$ cat config.mk
export PLATFORM = sky130hd
export DESIGN_NAME = amo_alu
export DESIGN_NICKNAME = d
export VERILOG_FILES = /design/src/amo_pkg.sv /design/src/amo_alu.sv
export SDC_FILE = /design/constraint.sdc
export NUM_CORES = 1
export LEC_CHECK = 0
export ABC_AREA = 1
export BUFFER_PORTS_ARGS = -buffer_cell sky130_fd_sc_hd__buf_2
export CORE_UTILIZATION = 40
export DETAILED_ROUTE_END_ITERATION = 12
export PLACE_DENSITY = 0.62
export SETUP_SLACK_MARGIN = 0.4
export SYNTH_ARGS = -nofsm -noshare
export SYNTH_HDL_FRONTEND = slang
export SYNTH_SLANG_ARGS = --single-unit
$ cat constraint.sdc
create_clock -name vclk -period 3.4
set_clock_uncertainty 0.2 [all_clocks]
set_input_delay 0 -clock vclk [all_inputs]
set_output_delay 0 -clock vclk [all_outputs]
set_load 0.02 [all_outputs]
$ cat src/amo_pkg.sv
// ============================================================================
// amo_pkg - shared types and constants of the atomic memory operation unit
// Operation codes, data widths and the control structs between the top level
// and the operation datapath.
// ============================================================================
package amo_pkg;

    localparam int DATA_W            = 64;
    localparam int HALF_W            = 32;
    localparam int OP_W              = 4;
    localparam int DEFAULT_ADDR_BITS = 16;

    typedef enum logic [OP_W-1:0] {
        OP_LR   = 4'd0,
        OP_SC   = 4'd1,
        OP_SWAP = 4'd2,
        OP_ADD  = 4'd3,
        OP_XOR  = 4'd4,
        OP_AND  = 4'd5,
        OP_OR   = 4'd6,
        OP_MIN  = 4'd7,
        OP_MAX  = 4'd8,
        OP_MINU = 4'd9,
        OP_MAXU = 4'd10
    } t_op;

    // request state as seen by the datapath in the execute stage
    typedef struct packed {
        logic [OP_W-1:0] op;
        logic            is_double;
        logic            hi;          // word access to the upper half
        logic            misaligned;
        logic            sc_ok;       // reservation valid and matching
    } t_alu_ctrl;

    typedef struct packed {
        logic              wr_en;
        logic [DATA_W-1:0] wr_word;
        logic [DATA_W-1:0] result;
        logic              misaligned;
        logic              resv_set;    // LR taken
        logic              resv_clr;    // SC taken, pass or fail
    } t_alu_out;

    function automatic logic [DATA_W-1:0] sext32(input logic [HALF_W-1:0] v);
        return {{(DATA_W-HALF_W){v[HALF_W-1]}}, v};
    endfunction

endpackage

$ cat src/amo_alu.sv
// ============================================================================
// amo_alu - operation datapath of the atomic memory operation unit
// Extract the old value, apply the operation, merge the new value back into
// the 64-bit memory word and form the returned value.
// ============================================================================
module amo_alu (
    input  amo_pkg::t_alu_ctrl          i_ctrl,
    input  logic [amo_pkg::DATA_W-1:0]  i_src,
    input  logic [amo_pkg::DATA_W-1:0]  i_word,
    output amo_pkg::t_alu_out           o_out
);

    localparam int DW = amo_pkg::DATA_W;
    localparam int HW = amo_pkg::HALF_W;

    logic [HW-1:0] old_half;
    logic [DW-1:0] old_v;
    logic [DW-1:0] src_v;
    logic          lt_s;
    logic          lt_u;
    logic          known_op;
    logic          is_lr;
    logic          is_sc;
    logic [DW-1:0] new_v;

    always_comb begin
        old_half = i_ctrl.hi ? i_word[DW-1:HW] : i_word[HW-1:0];
        old_v    = i_ctrl.is_double ? i_word : amo_pkg::sext32(old_half);
        src_v    = i_ctrl.is_double ? i_src  : amo_pkg::sext32(i_src[HW-1:0]);
        lt_s     = $signed(old_v) < $signed(src_v);
        lt_u     = i_ctrl.is_double ? (old_v < src_v) : (old_v[HW-1:0] < src_v[HW-1:0]);
    end

    always_comb begin
        known_op = 1'b1;
        is_lr    = 1'b0;
        is_sc    = 1'b0;
        new_v    = src_v;
        case (i_ctrl.op)
            amo_pkg::OP_LR:   is_lr = 1'b1;
            amo_pkg::OP_SC:   is_sc = 1'b1;
            amo_pkg::OP_SWAP: new_v = src_v;
            amo_pkg::OP_ADD:  new_v = old_v + src_v;
            amo_pkg::OP_XOR:  new_v = old_v ^ src_v;
            amo_pkg::OP_AND:  new_v = old_v & src_v;
            amo_pkg::OP_OR:   new_v = old_v | src_v;
            amo_pkg::OP_MIN:  new_v = lt_s ? old_v : src_v;
            amo_pkg::OP_MAX:  new_v = lt_s ? src_v : old_v;
            amo_pkg::OP_MINU: new_v = lt_u ? old_v : src_v;
            amo_pkg::OP_MAXU: new_v = lt_u ? src_v : old_v;
            default:          known_op = 1'b0;
        endcase
    end

    always_comb begin
        o_out.misaligned = known_op & i_ctrl.misaligned;
        o_out.resv_set   = known_op & ~i_ctrl.misaligned & is_lr;
        o_out.resv_clr   = known_op & ~i_ctrl.misaligned & is_sc;
        o_out.wr_en      = known_op & ~i_ctrl.misaligned & ~is_lr
                           & (~is_sc | i_ctrl.sc_ok);

        // merge the new value into the word that was read
        if (i_ctrl.is_double) begin
            o_out.wr_word = new_v;
        end else if (i_ctrl.hi) begin
            o_out.wr_word = {new_v[HW-1:0], i_word[HW-1:0]};
        end else begin
            o_out.wr_word = {i_word[DW-1:HW], new_v[HW-1:0]};
        end

        if (!known_op || i_ctrl.misaligned) begin
            o_out.result = '0;
        end else if (is_sc) begin
            o_out.result = i_ctrl.sc_ok ? DW'(0) : DW'(1);
        end else begin
            o_out.result = old_v;
        end
    end

endmodule

==> impl_results.md <==
* Status: complete, but fails checks
* Violated checks: setup timing
* CP max FO at 7
* CLK BUF at 0
* CP Class: in -> out
* Yosys top cell by area: nand2_1
* Drt pass-1 iters at 6
* Detailed Place HPWL at 77.1 mm
* Die Y at 203 µm
* GR Util All Layers at 47.7%
* Sequential cell count at 0
* Area grow syn2layout at 80.3%
* Slew at the pin with the worst max-slew slack at 930 ps
* Max Cap Viol at 0
* Setup-violating endpoint count in the final report at 64
* Remaining global-route overflow at 0
* Fillers at 3,366
* Rel. slew slack at 37.8%
* Fin. max-slew vios at 0
* Detail Route Antenna Nets at 0
* Global-route wire length before repair at 151 mm
* Row cnt at 73
* Crit path launch type: primary input
* Required @ worst endpoint at 3200 ps
* Most numerous cell in the Yosys netlist: nand2_1
* Ys Warns at 0
* Syn Nets at 3,588
* WL/cell at 22.9 µm
* FMAX at 237 MHz
* Final min period at 4210 ps
* Core ar. at 0.0397 mm²
* Final Util at 73.2%
* Die X-Extent at 203 µm
* Drt drc at 0
* I/O pin total at 268
* Final WS setup at -814 ps
* Hold Path Class: in -> out
* Yosys top cell area share at 19.8%
* Hold Buf Count CTS at 0
* Mapped Cells at 3,259
* Yosys cell types at 43
* Initial antenna violation count at 0
* Layout Nets at 4,604
* Synth area leaders: nand2_1 (20%), ha_1 (15%), nand3_1 (14%)
* Final Wtd Congestion at 1.10
* Crit share post-route at 124%
* Final hold vios at 0
* Setup crit end kind: primary output
* Cell Area, Synth at 0.0161 mm²
* Vias at 28,700
* Area taken by multi-input logic gates at 0.0167 mm²
* Share of layout cells above drive strength 1 at 41.6%
* Final wirelength at 110 mm
* DR vias/cell at 5.97
* Top cells by count, synth: nand2_1 (852), nand3_1 (461), nor2_1 (421), inv_1 (401), a21oi_1 (231)
* Sequential element share of the synthesized area at 0%
* Initial Util at 40.6%
* RSZ-0062 raised after global routing: true
* Largest net degree at the start of global routing at 65
* Sequential Area at 0 µm²
* Die area at 0.0412 mm²
* Average size of a mapped cell at 4.95 µm²
* CP Data Arrival Time at 4010 ps
* Violation count after the first detailed-routing iteration at 3,998
* Port-buffer cells at 268
* Vias in the first global route at 25,700
## layout by cell type, fill, tap and decap left out, types with 34 or more instances in the layout
cell / instances
buf_4: 771
nand2_1: 678
inv_1: 371
nand3_1: 363
nor2_1: 357
buf_2: 217
a21oi_1: 163
ha_1: 152
nand2_2: 151
buf_6: 96
o21ai_0: 91
nand3_2: 88
buf_12: 59
o21ai_1: 54
nand4_1: 54
o22ai_1: 53
o21ai_2: 46
a21oi_2: 42
o211ai_1: 38
nor2_2: 34
## worst max-delay path, stage by stage
cell and delay, ps:
buf_8 110, buf_12 140, nor2_4 170, buf_6 160
buf_12 150, buf_6 110, or2_4 120, o21ai_4 90
ha_4 300, inv_4 50, a21oi_2 120, o21a_1 210
nand2_2 90, a21oi_4 170, nand2_4 110, nand2_8 130
buf_4 130, nand3_4 120, nand2_8 120, buf_12 150
nand2_1 60, nand3_1 110, nand2_2 80, nor2_2 160
nand4_1 320, nand2_2 280, nand2_2 90, buf_6 140
## kinds of logic after synthesis
group	share of synthesized area (%)
compound gates	22.2
fa+ha+maj	15.0
simple gates	48.4
xor+xnor	0.163
buf+inv	14.2
## final cells by class
type / instances / share of cell area [%]
Timing Repair Buffer: 1186 / 34.9
Inverter: 411 / 5.43
Antenna cell: 1 / 0.00860
Multi-Input combinational cell: 2676 / 57.4
Tap cell: 525 / 2.26
## worst paths after layout
kind,startpoint,end,cells after the start
worst min-delay path,i_word[24],o_out[91],4
worst max-delay path,i_ctrl[3],o_out[111],28
## metrics by stage
step                      hold slack [ps]  TNS [ps]  setup slack (ps)  instance area, µm²  std cells
after floorplan                     -80.6         0               402               16700       3259
after global placement                121    -51090             -1070               24300       4680
after detailed placement              123    -53740             -1110               24300       4680
after CTS                             124    -17620              -397               27200       4761
after global routing                  136    -38700              -808               29100       4798
final                                 120    -33940              -814               29100       4799
## layer usage
layer | wire (µm) | GRT usage (%) | vias up
met3 | 14100 | 8.15 | 593
met4 | 8670 | 26.7 | 0
li1 | - | - | 12800
met5 | 0 | 0 | -
met1 | 40600 | 61.2 | 13100
met2 | 46200 | 75.2 | 2145
## what timing repair did
action | in CTS | in global routing
endpoints found under the setup margin | 64 | 64
setup buffers | 62 | 27
pin swaps | 86 | 204
resized for setup | 444 | 366
gates cloned | 19 | 10
